==> config.mk <==
export PLATFORM = sky130hd
export DESIGN_NAME = lbp_position
export DESIGN_NICKNAME = d
export VERILOG_FILES = /design/src/design/lbp_pkg.sv /design/src/design/lbp_position.sv
export SDC_FILE = /design/constraint.sdc
export NUM_CORES = 1
export LEC_CHECK = 0
export BUFFER_PORTS_ARGS = -buffer_cell sky130_fd_sc_hd__buf_2
export CAP_MARGIN = 5
export CORE_UTILIZATION = 25
export CTS_CLUSTER_SIZE = 12
export DETAILED_ROUTE_END_ITERATION = 8
export GPL_TIMING_DRIVEN = 1
export SLEW_MARGIN = 20
export SYNTH_ARGS = -nofsm -noshare
export SYNTH_HDL_FRONTEND = slang
export SYNTH_SLANG_ARGS = --single-unit
==> constraint.sdc <==
create_clock -name clock -period 6.7 [get_ports clock]
set_input_delay 0.335 -clock clock [delete_from_list [all_inputs] [get_ports clock]]
set_output_delay 0.335 -clock clock [all_outputs]
set_load 0.02 [all_outputs]
==> src/design/lbp_pkg.sv <==
// ----------------------------------------------------------------------------
// lbp_pkg
// Shared widths, register indexes and stage types of the 3x3 local binary
// pattern block.
// ----------------------------------------------------------------------------
package lbp_pkg;

   localparam int PIXEL_W            = 8;
   localparam int COORD_W            = 11;
   localparam int CSR_DATA_W         = 12;
   localparam int CSR_INDEX_W        = 1;
   localparam int NEIGHBORS          = 8;
   localparam int MIN_SIZE           = 3;
   localparam int DEFAULT_MAX_WIDTH  = 2048;
   localparam int DEFAULT_MAX_HEIGHT = 2048;

   localparam logic [CSR_DATA_W-1:0] RESET_IMAGE_WIDTH  = 12'd640;
   localparam logic [CSR_DATA_W-1:0] RESET_IMAGE_HEIGHT = 12'd480;

   localparam logic [CSR_INDEX_W-1:0] CSR_IMAGE_WIDTH  = 1'b0;
   localparam logic [CSR_INDEX_W-1:0] CSR_IMAGE_HEIGHT = 1'b1;

   // one accepted pixel with its position decisions
   typedef struct packed {
      logic [PIXEL_W-1:0] pixel;
      logic [COORD_W-1:0] column;
      logic [COORD_W-1:0] row;
      logic               emit;
      logic               last;
   } lbp_item_type;

   // upper and middle line pixels at the current column
   typedef struct packed {
      logic [PIXEL_W-1:0] top;
      logic [PIXEL_W-1:0] mid;
   } lbp_lines_type;

   // write-back request from the window stage to the line memory
   typedef struct packed {
      logic               write_en;
      logic [PIXEL_W-1:0] pixel;
   } lbp_wb_type;

endpackage

==> src/design/lbp_position.sv <==
// ----------------------------------------------------------------------------
// lbp_position
// Size registers, raster position counters and the per-pixel border, end of
// frame and line memory address decisions.
// ----------------------------------------------------------------------------
module lbp_position #(
   parameter int MAX_WIDTH  = lbp_pkg::DEFAULT_MAX_WIDTH,
   parameter int MAX_HEIGHT = lbp_pkg::DEFAULT_MAX_HEIGHT
) (
   input  logic                                 clock,
   input  logic                                 reset,
   input  logic                                 csr_write_en,
   input  logic [lbp_pkg::CSR_INDEX_W-1:0]      csr_index,
   input  logic [lbp_pkg::CSR_DATA_W-1:0]       csr_wdata,
   input  logic                                 accept,
   input  logic [lbp_pkg::PIXEL_W-1:0]          pixel_value,
   input  logic                                 frame_start,
   output lbp_pkg::lbp_item_type                item,
   output logic [$clog2(MAX_WIDTH)-1:0]         line_addr
);
   import lbp_pkg::*;

   localparam int CW = $clog2(MAX_WIDTH);
   localparam int WW = CW + 1;
   localparam int RW = $clog2(MAX_HEIGHT);
   localparam int HW = RW + 1;

   logic [CSR_DATA_W-1:0] width_ff, width_in;
   logic [CSR_DATA_W-1:0] height_ff, height_in;
   logic [CW-1:0]         col_ff, col_in;
   logic [RW-1:0]         row_ff, row_in;

   logic [WW-1:0] width;
   logic [HW-1:0] height;
   logic [CW-1:0] col;
   logic [RW-1:0] row;
   logic [WW-1:0] col_ext, col_nxt;
   logic [HW-1:0] row_ext, row_nxt;

   always_comb begin
      width_in  = width_ff;
      height_in = height_ff;
      if (csr_write_en) begin
         case (csr_index)
            CSR_IMAGE_WIDTH:  width_in  = csr_wdata;
            CSR_IMAGE_HEIGHT: height_in = csr_wdata;
            default: ;
         endcase
      end
   end

   // saturate the programmed size into the supported range
   always_comb begin
      if (width_ff < CSR_DATA_W'(MIN_SIZE)) begin
         width = WW'(MIN_SIZE);
      end else if (32'(width_ff) > MAX_WIDTH) begin
         width = WW'(MAX_WIDTH);
      end else begin
         width = WW'(width_ff);
      end
      if (height_ff < CSR_DATA_W'(MIN_SIZE)) begin
         height = HW'(MIN_SIZE);
      end else if (32'(height_ff) > MAX_HEIGHT) begin
         height = HW'(MAX_HEIGHT);
      end else begin
         height = HW'(height_ff);
      end
   end

   always_comb begin
      col     = frame_start ? '0 : col_ff;
      row     = frame_start ? '0 : row_ff;
      col_ext = {1'b0, col};
      row_ext = {1'b0, row};
      col_nxt = col_ext + WW'(1);
      row_nxt = row_ext + HW'(1);

      item.pixel  = pixel_value;
      item.column = COORD_W'(col - CW'(1));
      item.row    = COORD_W'(row - RW'(1));
      item.emit   = (row >= RW'(2)) && (col >= CW'(2)) && (row_ext < height) &&
                    (col_ext < width);
      item.last   = (row_ext == height - HW'(1)) && (col_ext == width - WW'(1));

      if (32'(col) < MAX_WIDTH) begin
         line_addr = col;
      end else begin
         line_addr = CW'(MAX_WIDTH - 1);
      end

      col_in = col_ff;
      row_in = row_ff;
      if (accept) begin
         if (col_nxt >= width) begin
            col_in = '0;
            row_in = (row_nxt >= height) ? '0 : row_nxt[RW-1:0];
         end else begin
            col_in = col_nxt[CW-1:0];
            row_in = row;
         end
      end
   end

   always_ff @(posedge clock) begin
      if (reset) begin
         width_ff  <= RESET_IMAGE_WIDTH;
         height_ff <= RESET_IMAGE_HEIGHT;
         col_ff    <= '0;
         row_ff    <= '0;
      end else begin
         width_ff  <= width_in;
         height_ff <= height_in;
         col_ff    <= col_in;
         row_ff    <= row_in;
      end
   end

endmodule

### Word-level counts from Yosys, hierarchy flattened

Index checks and enable logic that the tools add are counted.

| operators by class | value |
|---|---|
| add/sub/neg operators | 6 |
| order comparisons | 10 |
| eq/ne operators | 2 |
| multiplexer cells | 9 |
| bitwise operators | 1 |
| reductions and logical operators | 6 |

Operators with widths:

| cell | number |
|---|---|
| 2-to-1 mux 11 bit | 5 |
| 2-to-1 mux 12 bit | 4 |
| adder 11 x 1 -> 12 bit (second input constant) | 2 |
| equality test 11 x 12 -> 1 bit | 2 |
| >= comparator 12 bit | 2 |
| > comparator 12 bit (second input constant) | 2 |
| less-than comparator 11 x 12 -> 1 bit | 2 |
| less-than comparator 12 x 2 -> 1 bit (second input constant) | 2 |
| subtractor 12 x 1 -> 12 bit (second input constant) | 2 |
| >= comparator 11 x 2 -> 1 bit (second input constant) | 2 |
| subtractor 11 x 1 -> 11 bit (second input constant) | 2 |
| logical AND 1 bit | 4 |
| AND reduction 2 bit | 2 |
| inverter 1 bit | 1 |

| word-level totals | value |
|---|---|
| register bits | 46 |
| input port bits | 26 |
| output and inout bits | 43 |
| logic and storage cells | 38 |

### Logic depth before layout (Yosys ltp)

| logic depth | value |
|---|---|
| word-level depth | 6 |
| mapped depth | 18 |

### Least setup slack after synthesis

No wires, ideal clock.

| timing path | value |
|---|---|
| path type | input to register |
| start | input frame_start |
| end | register row_ff[4] |
| arrival time | 3.892 ns |
| setup slack | 2.722 ns |
| cell stages on the path | 18 |
| buffers on the path | 4 |
| cell sequence | clkbuf_1 -> clkbuf_1 -> nand2b_1 -> inv_1 -> ha_1 -> nand4_1 -> nor2_1 -> and3_1 -> xor2_1 -> ha_1 -> or2_2 -> a221oi_1 -> o21ai_1 -> a221oi_1 -> buf_2 -> buf_4 -> a22oi_1 -> a211oi_1 |

RTL lines:

| element | RTL line | RTL |
|---|---|---|
| from (decl) | lbp_position.sv:17 | `input logic frame_start,` |
| 2-to-1 mux 11 bit | lbp_position.sv:71 | `col = frame_start ? '0 : col_ff;` |
| net line_addr[0] | lbp_position.sv:19 | `output logic [$clog2(MAX_WIDTH)-1:0] line_addr` |
| adder 11 x 1 -> 12 bit | lbp_position.sv:75 | `col_nxt = col_ext + WW'(1);` |
| >= comparator 12 bit | lbp_position.sv:94 | `if (col_nxt >= width) begin` |
| 2-to-1 mux 11 bit | lbp_position.sv:94 |  |
| to (signal assigned) | lbp_position.sv:114 | `row_ff <= row_in;` |
| to (decl) | lbp_position.sv:31 | `logic [RW-1:0] row_ff, row_in;` |

The timed path passes the listed nets, and every way through them passes these cells.
A chain may end at the register's enable or synchronous reset.

==> flow_metrics.py <==
metrics = {
    "status": {
        "status": "finished, final reports clean",
    },
    "cts": {
        "clk_latency_ps": 290,
        "clock_sink_count": 46,
        "cts_buffers": 5,
        "cts-resized-gates": 0,
        "ctsHoldBuffers": 0,
        "clockRootBuffer": "clkbuf_16",
        "clk_pin_slew_worst_paths_ps": 60,
        "cts_max_level": 2,
        "cts_tree": "yes",
        "post-cts-setup-buffers": 0,
        "cts.path.max_buffers": 2,
    },
    "logic_synthesis": {
        "async_flop_share": 0,
        "syn_area_mm2": 0.00492,
        "netlist_instances": 693,
        "syn_area_per_cell_um2": 7.10,
        "synth_nets": 773,
        "ys_types": 69,
        "yosysWarnings": 0,
        "yosysMostFrequentCell": "nand2_1",
        "synth_ff_type": "dfxtp_1",
        "ys_ff_latch": 46,
        "synth_area_leaders": "dfxtp_1, ha_1, nand2_1, xnor2_1, a21oi_1",
        "synth_edf_count": 0,
        "yosys.area.top_type_share": 0.187,
        "ys_seq_area_frac": 0.187,
        "synth_common_cells": "nand2_1, nor2_1, ha_1",
        "synth_largest_area_cell": "dfxtp_1",
    },
    "sta": {
        "hold_viol": 0,
        "fmax_ghz": 0.229,
        "finClkSkew_ps": 4.91,
        "rsz0062_at_grt": "no",
        "max-slew-margin-rel": 0.390,
        "period_minus_slack_ps": 4370,
        "whs_ps": 293,
        "worst_pin_slew_ps": 916,
        "fin_crit_sh": 0.652,
        "slew_violations": 0,
        "tns_ps": 0,
        "setup_viol": 0,
    },
    "worst_hold_path": {
        "min_from": "csr_wdata[5]",
        "hold_class": "input pin to flop",
    },
    "critical_path": {
        "arrival_ps": 4030,
        "end_kind": "output pin",
        "critPathKind": "flop to output pin",
        "cp_max_fo": 7,
        "required_ps": 6360,
        "worstReg2RegStart": "height_ff[2]",
        "setup.worst_path.start": "height_ff[2]",
        "reg2reg_slack_ps": 2810,
        "start_kind": "flop",
    },
    "die": {
        "io_pins": 69,
        "die_y_um": 142,
        "core_mm2": 0.0190,
        "initial_utilization": 0.259,
        "row_count": 50,
        "die_area_mm2": 0.0203,
        "fp.dieW_um": 142,
    },
    "drt": {
        "drc": 0,
        "first_pass_iters": 5,
        "vias": 4805,
        "routed_wl_um": 14100,
        "antenna_left": 0,
        "viasPerCell": 5.02,
        "drt-initial-drc-count": 366,
        "wl_per_cell_um": 14.7,
    },
    "power": {
        "power.density_mw_per_mm2": 152,
        "power_leakage_uw": 0.00233,
        "peakVddDrop_mv": 0.110,
    },
    "global_route": {
        "grt_remaining_overflow": 0,
        "antenna_found_initial": 0,
        "grt_usage": 0.144,
        "grt_pass1_vias": 4389,
        "grt_pass1_wl_um": 23400,
        "grt_max_degree": 47,
    },
    "layout": {
        "area_growth_pct": 10.2,
        "nNetsFinal": 777,
        "stdcell_area_mm2": 0.00543,
        "drive_gt1_frac": 0.105,
        "antenna_cells": 0,
    },
    "place": {
        "portBuffers": 52,
        "place_congestion": 0.852,
        "place_area_mm2": 0.00526,
        "place_hpwl_um": 11200,
    },
    "run": {
        "maxCapViolations": 0,
    },
}
-- flip-flops by register name, summed over array words and instances, names as in the netlist --
signal,count
col_ff,11
width_ff,12
height_ff,12
row_ff,11
-- metrics by stage --
stage	total power (uW)	cells	worst slack [ps]	util
floorplan	494	693	2720	-
global placement	547	950	2590	0.277
detailed placement	548	950	2480	0.277
CTS	827	958	2390	0.285
global route	871	958	2130	0.285
finish	825	958	2330	0.285
-- critical path: stages (launching register included) --
cell and delay (ps):
dfxtp_1 370, or4_1 690, nor4_1 410, o21ai_0 290, ha_1 390, xnor2_1 140, nor4b_1 390, nand4_1 140
nor3_1 150, nand4_1 110, nor4_2 410, buf_2 240
-- layer usage --
layer / up-vias / routed length [um] / GRT usage / part of all wire
met2: 127 / 5660 / 0.201 / 0.40
met4: 0 / 126 / 0.0255 / 0.0090
met1: 2244 / 7510 / 0.227 / 0.53
li1: 2423 / - / - / -
met5: - / 0 / 0 / 0
met3: 11 / 756 / 0.0232 / 0.054
-- final cells by class --
| class | count | area [um2] |
|---|---|---|
| well taps | 260 | 325 |
| clock inverters | 1 | 30.0 |
| repair buffers | 53 | 268 |
| flip-flops and latches | 46 | 921 |
| clock buffers | 7 | 133 |
| multi-input cells | 565 | 3650 |
| fillers | 2163 | 13600 |
| inverters | 26 | 97.6 |
-- final timing paths --
path | end | cells after the start
setup reg to reg | row_ff[1] | 12
hold / removal | height_ff[5] | 3
hold reg to reg | width_ff[0] | 2
setup / recovery | item[0] | 11
-- cell usage in the layout (no fill, tap or decap), types with 21 or more instances in the layout --
cell      synthesis  layout
nand2_1          99      99
nand2b_1         38      38
ha_1             54      54
nor2_1           64      64
xnor2_1          32      32
o21ai_0          22      22
dfxtp_1          46      46
inv_1            21      21
a21oi_1          50      50
nand3_1          27      27
buf_2             5      52
-- cells by family (layout without fill, tap and decap cells) --
kind of cell / count (synthesis) / count (layout) / synth area share
AO/OA/AOI/OAI: 149 / 149 / 0.197
flip-flops: 46 / 46 / 0.187
adder cells (fa/ha/maj): 54 / 54 / 0.137
multiplexers: 6 / 6 / 0.0125
AND/OR/NAND/NOR: 311 / 311 / 0.311
XOR/XNOR: 45 / 45 / 0.0829
buffers and inverters: 82 / 87 / 0.0722
-- power breakdown --
part	switching, uW	total [uW]	internal (uW)	leakage (uW)
registers	23.5	309	286	0.000376
clock network	104	281	176	0.0000781
logic	140	235	94.6	0.00187
(Power assumes the default switching activity.)
