$ cat src/design/lbp_pkg.sv
// ----------------------------------------------------------------------------
// lbp_pkg
// Shared widths, register indexes and stage types of the 3x3 local binary
// pattern block.
// ----------------------------------------------------------------------------
package lbp_pkg;

   localparam int PIXEL_W            = 8;
   localparam int COORD_W            = 11;
   localparam int CSR_DATA_W         = 12;
   localparam int CSR_INDEX_W        = 1;
   localparam int NEIGHBORS          = 8;
   localparam int MIN_SIZE           = 3;
   localparam int DEFAULT_MAX_WIDTH  = 2048;
   localparam int DEFAULT_MAX_HEIGHT = 2048;

   localparam logic [CSR_DATA_W-1:0] RESET_IMAGE_WIDTH  = 12'd640;
   localparam logic [CSR_DATA_W-1:0] RESET_IMAGE_HEIGHT = 12'd480;

   localparam logic [CSR_INDEX_W-1:0] CSR_IMAGE_WIDTH  = 1'b0;
   localparam logic [CSR_INDEX_W-1:0] CSR_IMAGE_HEIGHT = 1'b1;

   // one accepted pixel with its position decisions
   typedef struct packed {
      logic [PIXEL_W-1:0] pixel;
      logic [COORD_W-1:0] column;
      logic [COORD_W-1:0] row;
      logic               emit;
      logic               last;
   } lbp_item_type;

   // upper and middle line pixels at the current column
   typedef struct packed {
      logic [PIXEL_W-1:0] top;
      logic [PIXEL_W-1:0] mid;
   } lbp_lines_type;

   // write-back request from the window stage to the line memory
   typedef struct packed {
      logic               write_en;
      logic [PIXEL_W-1:0] pixel;
   } lbp_wb_type;

endpackage

$ cat src/design/lbp_rsp_if.sv
// ----------------------------------------------------------------------------
// lbp_rsp_if
// Pattern result channel: valid/ready handshake with code and position.
// ----------------------------------------------------------------------------
interface lbp_rsp_if;
   import lbp_pkg::*;

   logic               valid;
   logic               ready;
   logic [PIXEL_W-1:0] pattern_code;
   logic [COORD_W-1:0] column;
   logic [COORD_W-1:0] row;
   logic               frame_last;

   modport source (output valid, output pattern_code, output column, output row,
                   output frame_last, input ready);
   modport sink   (input valid, input pattern_code, input column, input row,
                   input frame_last, output ready);

endinterface

$ cat src/design/lbp_window.sv
// ----------------------------------------------------------------------------
// lbp_window
// Window stage: holds the pixel whose line data is being read, keeps the two
// previous columns, forms the eight neighbor comparisons and drives the
// result register.
// ----------------------------------------------------------------------------
module lbp_window (
   input  logic                   clock,
   input  logic                   reset,
   input  logic                   accept,
   input  lbp_pkg::lbp_item_type  item,
   input  lbp_pkg::lbp_lines_type lines,
   output logic                   can_accept,
   output lbp_pkg::lbp_wb_type    wb,
   lbp_rsp_if.source              rsp
);
   import lbp_pkg::*;

   logic                 s1_valid_ff, s1_valid_in;
   lbp_item_type         s1_item_ff;
   logic [PIXEL_W-1:0]   win_ff [6];
   logic                 out_valid_ff, out_valid_in;
   logic [PIXEL_W-1:0]   out_code_ff;
   logic [COORD_W-1:0]   out_column_ff;
   logic [COORD_W-1:0]   out_row_ff;
   logic                 out_last_ff;

   logic                 s1_adv;
   logic [PIXEL_W-1:0]   nb [NEIGHBORS];
   logic [PIXEL_W-1:0]   centre;
   logic [PIXEL_W-1:0]   code;

   // a pixel without a result never waits for the output side
   assign s1_adv     = s1_valid_ff &&
                       (!s1_item_ff.emit || !out_valid_ff || rsp.ready);
   assign can_accept = !s1_valid_ff || s1_adv;

   assign wb.write_en = s1_adv;
   assign wb.pixel    = s1_item_ff.pixel;

   always_comb begin
      centre = win_ff[4];
      nb[0]  = win_ff[0];
      nb[1]  = win_ff[3];
      nb[2]  = lines.top;
      nb[3]  = lines.mid;
      nb[4]  = s1_item_ff.pixel;
      nb[5]  = win_ff[5];
      nb[6]  = win_ff[2];
      nb[7]  = win_ff[1];
      for (int k = 0; k < NEIGHBORS; k++) begin
         code[k] = nb[k] > centre;
      end
   end

   always_comb begin
      s1_valid_in = s1_valid_ff;
      if (accept) begin
         s1_valid_in = 1'b1;
      end else if (s1_adv) begin
         s1_valid_in = 1'b0;
      end
      out_valid_in = out_valid_ff;
      if (s1_adv && s1_item_ff.emit) begin
         out_valid_in = 1'b1;
      end else if (rsp.ready) begin
         out_valid_in = 1'b0;
      end
   end

   always_ff @(posedge clock) begin
      if (reset) begin
         s1_valid_ff  <= 1'b0;
         out_valid_ff <= 1'b0;
      end else begin
         s1_valid_ff  <= s1_valid_in;
         out_valid_ff <= out_valid_in;
      end
   end

   always_ff @(posedge clock) begin
      if (reset) begin
         for (int i = 0; i < 6; i++) begin
            win_ff[i] <= '0;
         end
      end else if (s1_adv) begin
         win_ff[0] <= win_ff[3];
         win_ff[1] <= win_ff[4];
         win_ff[2] <= win_ff[5];
         win_ff[3] <= lines.top;
         win_ff[4] <= lines.mid;
         win_ff[5] <= s1_item_ff.pixel;
      end
   end

   always_ff @(posedge clock) begin
      if (accept) begin
         s1_item_ff <= item;
      end
      if (s1_adv && s1_item_ff.emit) begin
         out_code_ff   <= code;
         out_column_ff <= s1_item_ff.column;
         out_row_ff    <= s1_item_ff.row;
         out_last_ff   <= s1_item_ff.last;
      end
   end

   assign rsp.valid        = out_valid_ff;
   assign rsp.pattern_code = out_code_ff;
   assign rsp.column       = out_column_ff;
   assign rsp.row          = out_row_ff;
   assign rsp.frame_last   = out_last_ff;

endmodule

$ cat src/flat_wrapper.sv
// flat-port wrapper written by rule: the top's interface ports become plain ports
module lbp_window_flat import lbp_pkg::*;
  (clock, reset, accept, item, lines, can_accept, wb, rsp_valid, rsp_pattern_code, rsp_column, rsp_row, rsp_frame_last, rsp_ready);
  lbp_rsp_if rsp_i ();
  input  logic clock;
  input  logic reset;
  input  logic accept;
  input  lbp_pkg::lbp_item_type item;
  input  lbp_pkg::lbp_lines_type lines;
  output logic can_accept;
  output lbp_pkg::lbp_wb_type wb;
  output wire logic [$bits(rsp_i.valid)-1:0] rsp_valid;
  output wire logic [$bits(rsp_i.pattern_code)-1:0] rsp_pattern_code;
  output wire logic [$bits(rsp_i.column)-1:0] rsp_column;
  output wire logic [$bits(rsp_i.row)-1:0] rsp_row;
  output wire logic [$bits(rsp_i.frame_last)-1:0] rsp_frame_last;
  input wire logic [$bits(rsp_i.ready)-1:0] rsp_ready;
  assign rsp_valid = rsp_i.valid;
  assign rsp_pattern_code = rsp_i.pattern_code;
  assign rsp_column = rsp_i.column;
  assign rsp_row = rsp_i.row;
  assign rsp_frame_last = rsp_i.frame_last;
  assign rsp_i.ready = rsp_ready;
  lbp_window u_core (.clock(clock), .reset(reset), .accept(accept), .item(item), .lines(lines), .can_accept(can_accept), .wb(wb), .rsp(rsp_i));
endmodule
$ cat config.mk
export PLATFORM = sky130hd
export DESIGN_NAME = lbp_window_flat
export DESIGN_NICKNAME = d
export VERILOG_FILES = /design/src/design/lbp_pkg.sv /design/src/design/lbp_rsp_if.sv /design/src/design/lbp_window.sv /design/src/flat_wrapper.sv
export SDC_FILE = /design/constraint.sdc
export NUM_CORES = 1
export LEC_CHECK = 0
export ABC_AREA = 1
export BUFFER_PORTS_ARGS = -buffer_cell sky130_fd_sc_hd__buf_2
export CELL_PAD_IN_SITES_DETAIL_PLACEMENT = 0
export CELL_PAD_IN_SITES_GLOBAL_PLACEMENT = 1
export CORE_ASPECT_RATIO = 0.6
export CORE_MARGIN = 1.5
export CORE_UTILIZATION = 48
export DETAILED_ROUTE_END_ITERATION = 8
export PLACE_DENSITY = 0.85
export SYNTH_ARGS = -nofsm -noshare
export SYNTH_HDL_FRONTEND = slang
export SYNTH_SLANG_ARGS = --single-unit
$ cat constraint.sdc
create_clock -name clock -period 2.9 [get_ports clock]
set_input_delay 0.145 -clock clock [delete_from_list [all_inputs] [get_ports clock]]
set_output_delay 0.145 -clock clock [all_outputs]
set_load 0.01 [all_outputs]
After elaboration in Yosys (flattened, before gate mapping)
Memory sizes are Yosys's and may differ from the RTL's.
Index checks and enable logic that the tools add are counted.
Widths: inputs -> output; s select.
- flip-flop bits (word level): 65
- memory bits (writable): 48
- input bits: 52
- output and inout port bits: 42
- logic and storage cells: 51
- memories kept: 1
- memory list (memory ; words ; bits a word ; read ports ; clocked after Yosys merged registers in ; write ports ; line ; RTL):
    u_core.win_ff ; 6 ; 8 ; 6 ; 0 ; 6 ; lbp_window.sv:21 ; logic [PIXEL_W-1:0] win_ff [6];
- $lt $le $gt $ge: 8
- muxes and demuxes: 15
- bitwise logic cells: 6
- reduce and logical (&&, ||, !) cells: 10
- operators with widths (operator ; number):
    $gt 8x8->1 ; 8
    $mux 8 ; 6
    $mux 1 ; 9
    $or 1x1->1 ; 6
    $reduce_bool 2->1 ; 2
    $logic_not 1->1 ; 3
    $logic_or 1x1->1 ; 3
    $logic_and 1x1->1 ; 2

Longest topological paths before layout
Gate-level depths: netlist (run 1).
- depth in word-level cells: 8
- depth in mapped cells: 9
- depth with buffers taken out: 9

Least setup slack after synthesis (run 1)
No wires, ideal clock.
- path type: register -> register
- from: reg u_core.s1_item_ff[1] (netlist name)
- to: reg u_core.out_column_ff[0] (netlist: u_core.rsp.column[0]), enable pin
- library setup time: 0.386 ns
- arrival time: 1.359 ns
- required time: 2.514 ns
- slack: 1.155 ns
- cell stages (with the launch flop): 4
- buffers on the path: 0
- clock period less this slack: 1.745 ns
- cells stage by stage: edfxtp_1 -> a31oi_4 -> nand2_1 -> inv_1
- cells in the longest elaborated chain, start to end: 5
- ends and longest elaborated chain (element ; line ; RTL):
    start: declaration ; lbp_window.sv:20 ; lbp_item_type s1_item_ff;
    start signal: assignment ; lbp_window.sv:98 ; s1_item_ff <= item;
    $logic_not 1->1 ; lbp_window.sv:35 ; (!s1_item_ff.emit || !out_valid_ff || rsp.ready);
    $logic_or 1x1->1 (2 in series) ; lbp_window.sv:35 ;
    $logic_and 1x1->1 ; lbp_window.sv:34 ; assign s1_adv = s1_valid_ff &&
    via u_core.s1_adv ; lbp_window.sv:28 ; logic s1_adv;
    $logic_and 1x1->1 ; lbp_window.sv:100 ; if (s1_adv && s1_item_ff.emit) begin
    end signal: assignment ; lbp_window.sv:102 ; out_column_ff <= s1_item_ff.column;
    end: declaration ; lbp_window.sv:24 ; logic [COORD_W-1:0] out_column_ff;
The timed path passes the listed nets, and every way through them passes these cells.
A chain may end at the register's enable or synchronous reset.

==> key figures, run 1 <==
Status
  • Status: finished clean

Worst setup path
  • Worst r2r dst: u_core.win_ff[0][1]$_SDFFCE_PN0P_
  • Worst Path Required: roughly 3000 ps
  • Crit path capture type: flip-flop
  • Worst-path fanout max: 30
  • Worst r2r src: u_core.s1_item_ff[1]$_DFFE_PP_
  • Crit path DAT: roughly 2000 ps
  • Crit path from: u_core.s1_item_ff[1]$_DFFE_PP_
  • Startpoint types: flip-flop
  • R2R setup slack: around 990 ps
  • Worst setup path class: reg2reg
  • R2R depth: 3

Pwr
  • P_leak: 3.171 nW
  • VDD IR max: approximately 0.00045 V
  • Cell Pwr Density: 620.6 mW/mm^2

STA
  • Fin crit share: 65.70%
  • Max Clk Rate: 0.5249 GHz
  • Final setup fails: 0
  • Post-layout min period: 1905 ps
  • Fin. Hold Viols: 0
  • Setup TNS: 0 ps
  • Clock Skews: 8.378 ps
  • Unrepaired setup endpoints after global routing: no
  • Max-slew headroom: 47.68%
  • Final Max Tran Viols: 0
  • Hold_ws: 74.98 ps
  • Slew at the pin closest to its max-slew limit: 782.1 ps

Placed design
  • RePlAce Congestion: just over 0.7
  • Dpl hpwl: 6.773 mm
  • Post-Place Cells: around 690
  • Placed cell areas: between 0.006 and 0.007 mm^2
  • I/O Buffers: 93

Layout
  • Layout area overhead: 26.19%
  • Final Net Count: 717
  • Most common cell after layout, fill and taps aside: edfxtp_1
  • Final Cell Area: slightly below 0.007 mm^2
  • Layout cells sized above 1: 24.27%
  • Final Util: 61.79%
  • Antenna Cells: 0
  • Commonest cells after routing, fill and taps aside: 111 x edfxtp_1, 93 x buf_2, 81 x inv_1, 68 x nand2_1, 64 x ha_1
  • Finished Layout Cells: around 760

Global routing
  • Global-route wire length before repair: around 16 mm
  • Largest net degree at the start of global routing: 37
  • Remaining global-route overflow: 0
  • Number of global-route vias before repair: 3357
  • Total Routing Usage GR: 18.27%
  • Antenna violations before repair: 0

Hold path
  • Worst hold start: lines[8]
  • Worst Hold Depth: 3
  • WHS Endpoint: u_core.win_ff[0][24]$_SDFFCE_PN0P_
  • Hold Crit Class: in2reg

Route
  • Via count: 3512
  • Detailed Route WL: 10.43 mm
  • Initial detailed-routing violation count: roughly 180
  • Remaining DRCs: 0
  • Drt pass-1 iters: 4
  • WL/cell: 13.76 um
  • Vias per std cell: around 4.6
  • Detail Route Antenna Nets: 0

Run
  • MaxCap Viol Count: 0

Die
  • Initial Util: about half
  • Core ar.: 0.01126 mm^2
  • Io pins: 94
  • Die width: between 100 and 150 um
  • FP Rows: 30
  • Die Area: ~0.012 mm^2
  • Die H: 86.02 um

Synthesis
  • Syn_area_per_cell: 11.86 um^2
  • FFs w/ async S/R, synth: 0%
  • Post-synth top area share: 60.45%
  • Top_reg_cell synth: edfxtp_1
  • Synthesized cell area: roughly 0.0055 mm^2
  • Mapped Nets: a little under 600
  • Seq/Total Area, Yosys: 61.18%
  • Post-Syn Instances: 465
  • Post-synth EDFFs: 111
  • Post-synthesis register bit count: 113
  • Yosys top cell by area: edfxtp_1
  • Syn. warnings: 0
  • Distinct cells, synth: 19
  • Synth top area cells: edfxtp_1 60%, ha_1 15%, inv_1 5.5%

Clock network
  • Clk_lat worst skew: 410 ps
  • CTS Sinks: 113
  • H-tree level count: 4
  • CTS tree: yes
  • CTS Buf Count: 17
  • Clock root cell: clkbuf_16
  • Cts-stage hold buffer count: 33
  • CTS Buffer Depth: 2
  • Post-CTS Setup Bufs: 0
  • Clock Pin Slew Worst Setup and Hold Paths: 60 ps
  • Post-cts sizing count: 0
==> worst max-delay path: stages, from the launching register on <==
cell and delay, ps:
edfxtp_1 440, a31oi_4 240, or2_2 610, buf_4 300
==> per-layer routing <==
metal,up-vias,track usage [%],wire [um]
met2,84,28.12,4842
li1,1813,-,-
met5,-,0,0
met3,14,5.639,449
met4,0,7.310,133
met1,1601,24.41,5003
==> stage by stage <==
stage | setup WS (ps) | power [mW]
floorplan | 1155 | 2.276
global placement | 1019 | 2.401
detailed placement | 987.7 | 2.426
CTS | 972.4 | 4.344
global route | 869.2 | 4.497
finish | 994.8 | 4.318
==> state kept, by name (all words and copies together), names as in the netlist <==
| name | count |
|---|---|
| u_core.s1_valid_ff | 1 |
| u_core.rsp.row | 11 |
| u_core.win_ff | 48 |
| u_core.rsp.column | 11 |
| u_core.rsp.valid | 1 |
| u_core.wb | 8 |
| u_core.rsp.frame_last | 1 |
| u_core.s1_item_ff | 24 |
| u_core.rsp.pattern_code | 8 |
==> cells in the mapped netlist, drive strengths merged, types with 2 or more instances <==
cell,instances
a21o,8
a21oi,25
buf,14
dfxtp,2
edfxtp,111
ha,64
inv,81
nand2,69
nand3,8
nor2,80
==> final cells by class <==
cell class,instances,area [um^2]
clock buffer,18,429.2
multi-input combinational,257,1722
sequential,113,3373
timing repair buffer,131,833.3
tap,144,180.2
inverter,81,304.0
fill,850,4303
clock inverter,14,116.4
==> power by group <==
part | internal (mW) | switching, mW | total (mW)
Clock | 1.17 | 0.721 | 1.89
Sequential | 1.91 | 0.0424 | 1.96
Combinational | 0.199 | 0.274 | 0.473
Total | 3.28 | 1.04 | 4.32
==> cell families after synthesis <==
logic type                 synth area share [%]
adders and majority gates                 14.52
DFF                                       61.18
buffers and inverters                     7.601
AOI/OAI and AO/OA                         3.744
and+or+nand+nor                           12.96
==> how the worst max path moves through the flow <==
stage | end | slack [ps]
2_1_floorplan | u_core.rsp.column[0]$_DFFE_PP_ | 1160
3_3_place_gp | u_core.win_ff[0][10]$_SDFFCE_PN0P_ | 1020
3_5_place_dp | u_core.win_ff[0][10]$_SDFFCE_PN0P_ | 990
4_1_cts | u_core.win_ff[0][1]$_SDFFCE_PN0P_ | 970
5_1_grt | u_core.win_ff[0][11]$_SDFFCE_PN0P_ | 870
6_report | u_core.win_ff[0][1]$_SDFFCE_PN0P_ | 990
(Power assumes the default switching activity.)
==> run 2: changes to the inputs <==
--- a/config.mk
+++ b/config.mk
@@ -11,9 +11,9 @@
 export CELL_PAD_IN_SITES_GLOBAL_PLACEMENT = 1
 export CORE_ASPECT_RATIO = 0.6
 export CORE_MARGIN = 1.5
-export CORE_UTILIZATION = 48
+export CORE_UTILIZATION = 40
 export DETAILED_ROUTE_END_ITERATION = 8
-export PLACE_DENSITY = 0.85
+export PLACE_DENSITY = 0.75
 export SYNTH_ARGS = -nofsm -noshare
 export SYNTH_HDL_FRONTEND = slang
 export SYNTH_SLANG_ARGS = --single-unit
==> constraint.sdc (replaced) <==
create_clock -name clock -period 1.6 [get_ports clock]
set_input_delay 0.08 -clock clock [delete_from_list [all_inputs] [get_ports clock]]
set_output_delay 0.08 -clock clock [all_outputs]
set_load 0.01 [all_outputs]
==> run 2 against run 1 <==
  * First-iteration DRC count shrank 38%
  * Total power grew 100%
  * Sequential power grew 81%
  * Cell count grew 7.7%
  * Setup slack lost 930 ps
  * Via count grew 3.9%
  * Clock skew shrank 2.2 ps
  * Combinational power grew 120%
  * Routed wire length grew 9.9%
  * Clock-buffer cell count grew 3
  * Utilization shrank 4.3 points
  * Flip-flop and latch count is the same
  * Critical endpoint is now u_core.rsp.pattern_code[6]$_DFFE_PP_
  * Largest cell class unchanged
  * Largest power group is now the clock network
==> key figures, run 2 (synthesis results as in run 1) <==
Status
  • Status: finished clean

Worst setup path
  • Crit path capture type: flip-flop
  • Startpoint types: flip-flop
  • Crit path DAT: 1680 ps (-330 ps)
  • Buf+Inv Stages, Crit Path: 2 (+1)
  • Worst setup path class: reg2reg
  • Delay-heaviest family, CP: simple AND/OR/NAND/NOR gates
  • Largest stage delay, worst path: 340 ps (-270 ps)
  • Worst Path Required: 1750 ps (-1260 ps)
  • Worst-path fanout max: 7 (-77%)
  • CP Cell Sequence: inv_2, buf_12, ha_1, nand2_1, nor2_2, nand3_1, nor2_1, a21oi_1
  • CP max stage cell: edfxtp_1

Global routing
  • Remaining global-route overflow: 0 (unchanged)
  • Antenna violations before repair: 0 (unchanged)
  • Largest net degree at the start of global routing: 49 (+32%)
  • Number of global-route vias before repair: 3726 (+11%)
  • Global-route wire length before repair: 18.08 mm (+10%)
  • Total Routing Usage GR: 16.88% (-1.4 points)

Clock network
  • CTS tree: yes
  • Clk_lat worst skew: 410 ps (about the same)
  • H-tree level count: 4 (unchanged)
  • CTS Sinks: 113 (unchanged)
  • CTS Buf Count: 17 (unchanged)
  • Clock root cell: clkbuf_16
  • Clock Pin Slew Worst Setup and Hold Paths: 50 ps (about the same)
  • CTS Buffer Depth: 2 (unchanged)

Die
  • Io pins: 94 (unchanged)
  • FP Rows: 32 (+6.7%)
  • Die H: 93.95 um (+9.2%)
  • Core ar.: 0.01313 mm^2 (+17%)
  • Die Area: 0.01452 mm^2 (+19%)
  • Die width: 154.6 um (+9.3%)
  • Initial Util: 41.99% (-7.0 points)

Route
  • Detail Route Antenna Nets: 0 (unchanged)
  • Vias per std cell: 4.472 (-3.5%)
  • Detailed Route WL: 11.47 mm (+9.9%)
  • Initial detailed-routing violation count: 115 (-38%)
  • Drt pass-1 iters: 4 (unchanged)
  • WL/cell: 14.05 um (+2.1%)
  • Remaining DRCs: 0 (unchanged)
  • Via count: 3649 (+3.9%)

STA
  • Fin. Hold Viols: 0 (unchanged)
  • Clock Skews: 6.177 ps (-2.201 ps)
  • Max-slew headroom: 71.33% (+24 points)
  • Final setup fails: 0 (unchanged)
  • Final Max Tran Viols: 0 (unchanged)
  • Post-layout min period: 1531 ps (-374.1 ps)
  • Hold_ws: 14.40 ps (-60.58 ps)
  • Max Clk Rate: 0.6531 GHz (+24%)
  • Slew at the pin closest to its max-slew limit: 430.1 ps (-352.0 ps)
  • Fin crit share: 95.69% (+30 points)

Layout
  • Most flops, register: u_core.win_ff
  • Layout area overhead: 37.03%
  • Antenna Cells: 0 (unchanged)
  • Final Cell Area: 0.007556 mm^2 (+8.6%)
  • Max FFs per register: 48 (unchanged)
  • Layout cells sized above 1: 30.65% (+6.4 points)
  • Most common cell after layout, fill and taps aside: edfxtp_1
  • Commonest cells after routing, fill and taps aside: 111 x edfxtp_1, 93 x buf_2, 77 x inv_1, 66 x nand2_1, 59 x ha_1
  • Biggest registers after layout: u_core.win_ff: 48 flops, u_core.s1_item_ff: 24 flops
  • Final Net Count: 749 (+4.5%)

Pwr
  • VDD IR max: 0.0008533 V (+90%)
  • Power Internal: 6.714 mW (+100%)
  • Final Power: 8.630 mW (+100%)
  • Cell Pwr Density: 1142 mW/mm^2 (+84%)
  • Sw power: 1.917 mW (+85%)
  • P_leak: 3.399 nW (+7.2%)
  • Clock power frac: 46.7% (+3.0 points)
  • Sw frac: 22.21% (-1.8 points)
  • Combinational share of power: 12.3% (+1.3 points)
  • Sequential Power Share: 41.0% (-4.3 points)

Placed design
  • Dpl hpwl: 8.053 mm (+19%)
  • RePlAce Congestion: 0.7836 (+8.5%)
  • I/O Buffers: 93 (unchanged)
  • Placed cell areas: 0.006436 mm^2 (+5.8%)

Run
  • MaxCap Viol Count: 0 (unchanged)

Hold path
  • Hold Crit Class: in2reg
-- run 2: worst paths after layout --
path                                                         start                                    to  slack (ps)  depth (start not counted)
worst min-delay path                                      lines[7]    u_core.win_ff[0][39]$_SDFFCE_PN0P_          10                          3
worst max register to register  u_core.win_ff[0][36]$_SDFFCE_PN0P_  u_core.rsp.pattern_code[6]$_DFFE_PP_          70                          8
worst max-delay path            u_core.win_ff[0][36]$_SDFFCE_PN0P_  u_core.rsp.pattern_code[6]$_DFFE_PP_          70                          8
worst min register to register      u_core.s1_item_ff[8]$_DFFE_PP_           u_core.rsp.row[6]$_DFFE_PP_         410                          0
-- run 2: layer usage --
metal	vias up	share of wire, %	wire length [um]	global-route usage [%]
li1	1881	-	-	-
met1	1678	49	5587	21.53
met2	79	46	5282	27.29
met3	11	4.1	469	5.397
met4	0	1.1	126	5.849
met5	-	0	0	0
-- run 2: worst min-delay path: cells and delay by family --
| kind | cells | cell delay [ps] |
|---|---|---|
| buf+inv | 2 | 140 |
| simple gates | 1 | 80 |
-- run 2: timing repair --
action,4_1_cts,5_1_grt
pin swaps,0,8
resized for setup,1,24
hold buffers,36,0
setup buffers,0,2
endpoints found under the hold margin,37,0
endpoints found under the setup margin,1,23
-- run 2: area by class of cell --
type                            instances  area, um^2
Fill cell                            1075        5577
Multi-Input combinational cell        257        1831
Timing Repair Buffer                  163        1205
Inverter                               81       307.8
Sequential cell                       113        3373
Clock buffer                           21       440.4
Clock inverter                         11       186.4
Tap cell                              170       212.7
-- run 2: power groups by stage --
stage          sequential, mW  clock, mW  combinational, mW
6_report                 3.54       4.03               1.06
3_3_place_gp             3.59          0              0.910
4_1_cts                  3.54       4.10               1.01
3_5_place_dp             3.60          0              0.935
5_1_grt                  3.56       4.22               1.20
2_1_floorplan            3.59          0              0.531
-- run 2: per-stage QoR --
step	setup WS, ps	setup TNS (ps)	instances	util [%]
final	68.89	0	816	57.54
after global routing	-10.63	-23.75	816	57.54
after CTS	1.699	0	814	56.55
after detailed placement	25.72	0	746	49.01
after global placement	101.0	0	746	49.01
after floorplan	94.62	0	465	-
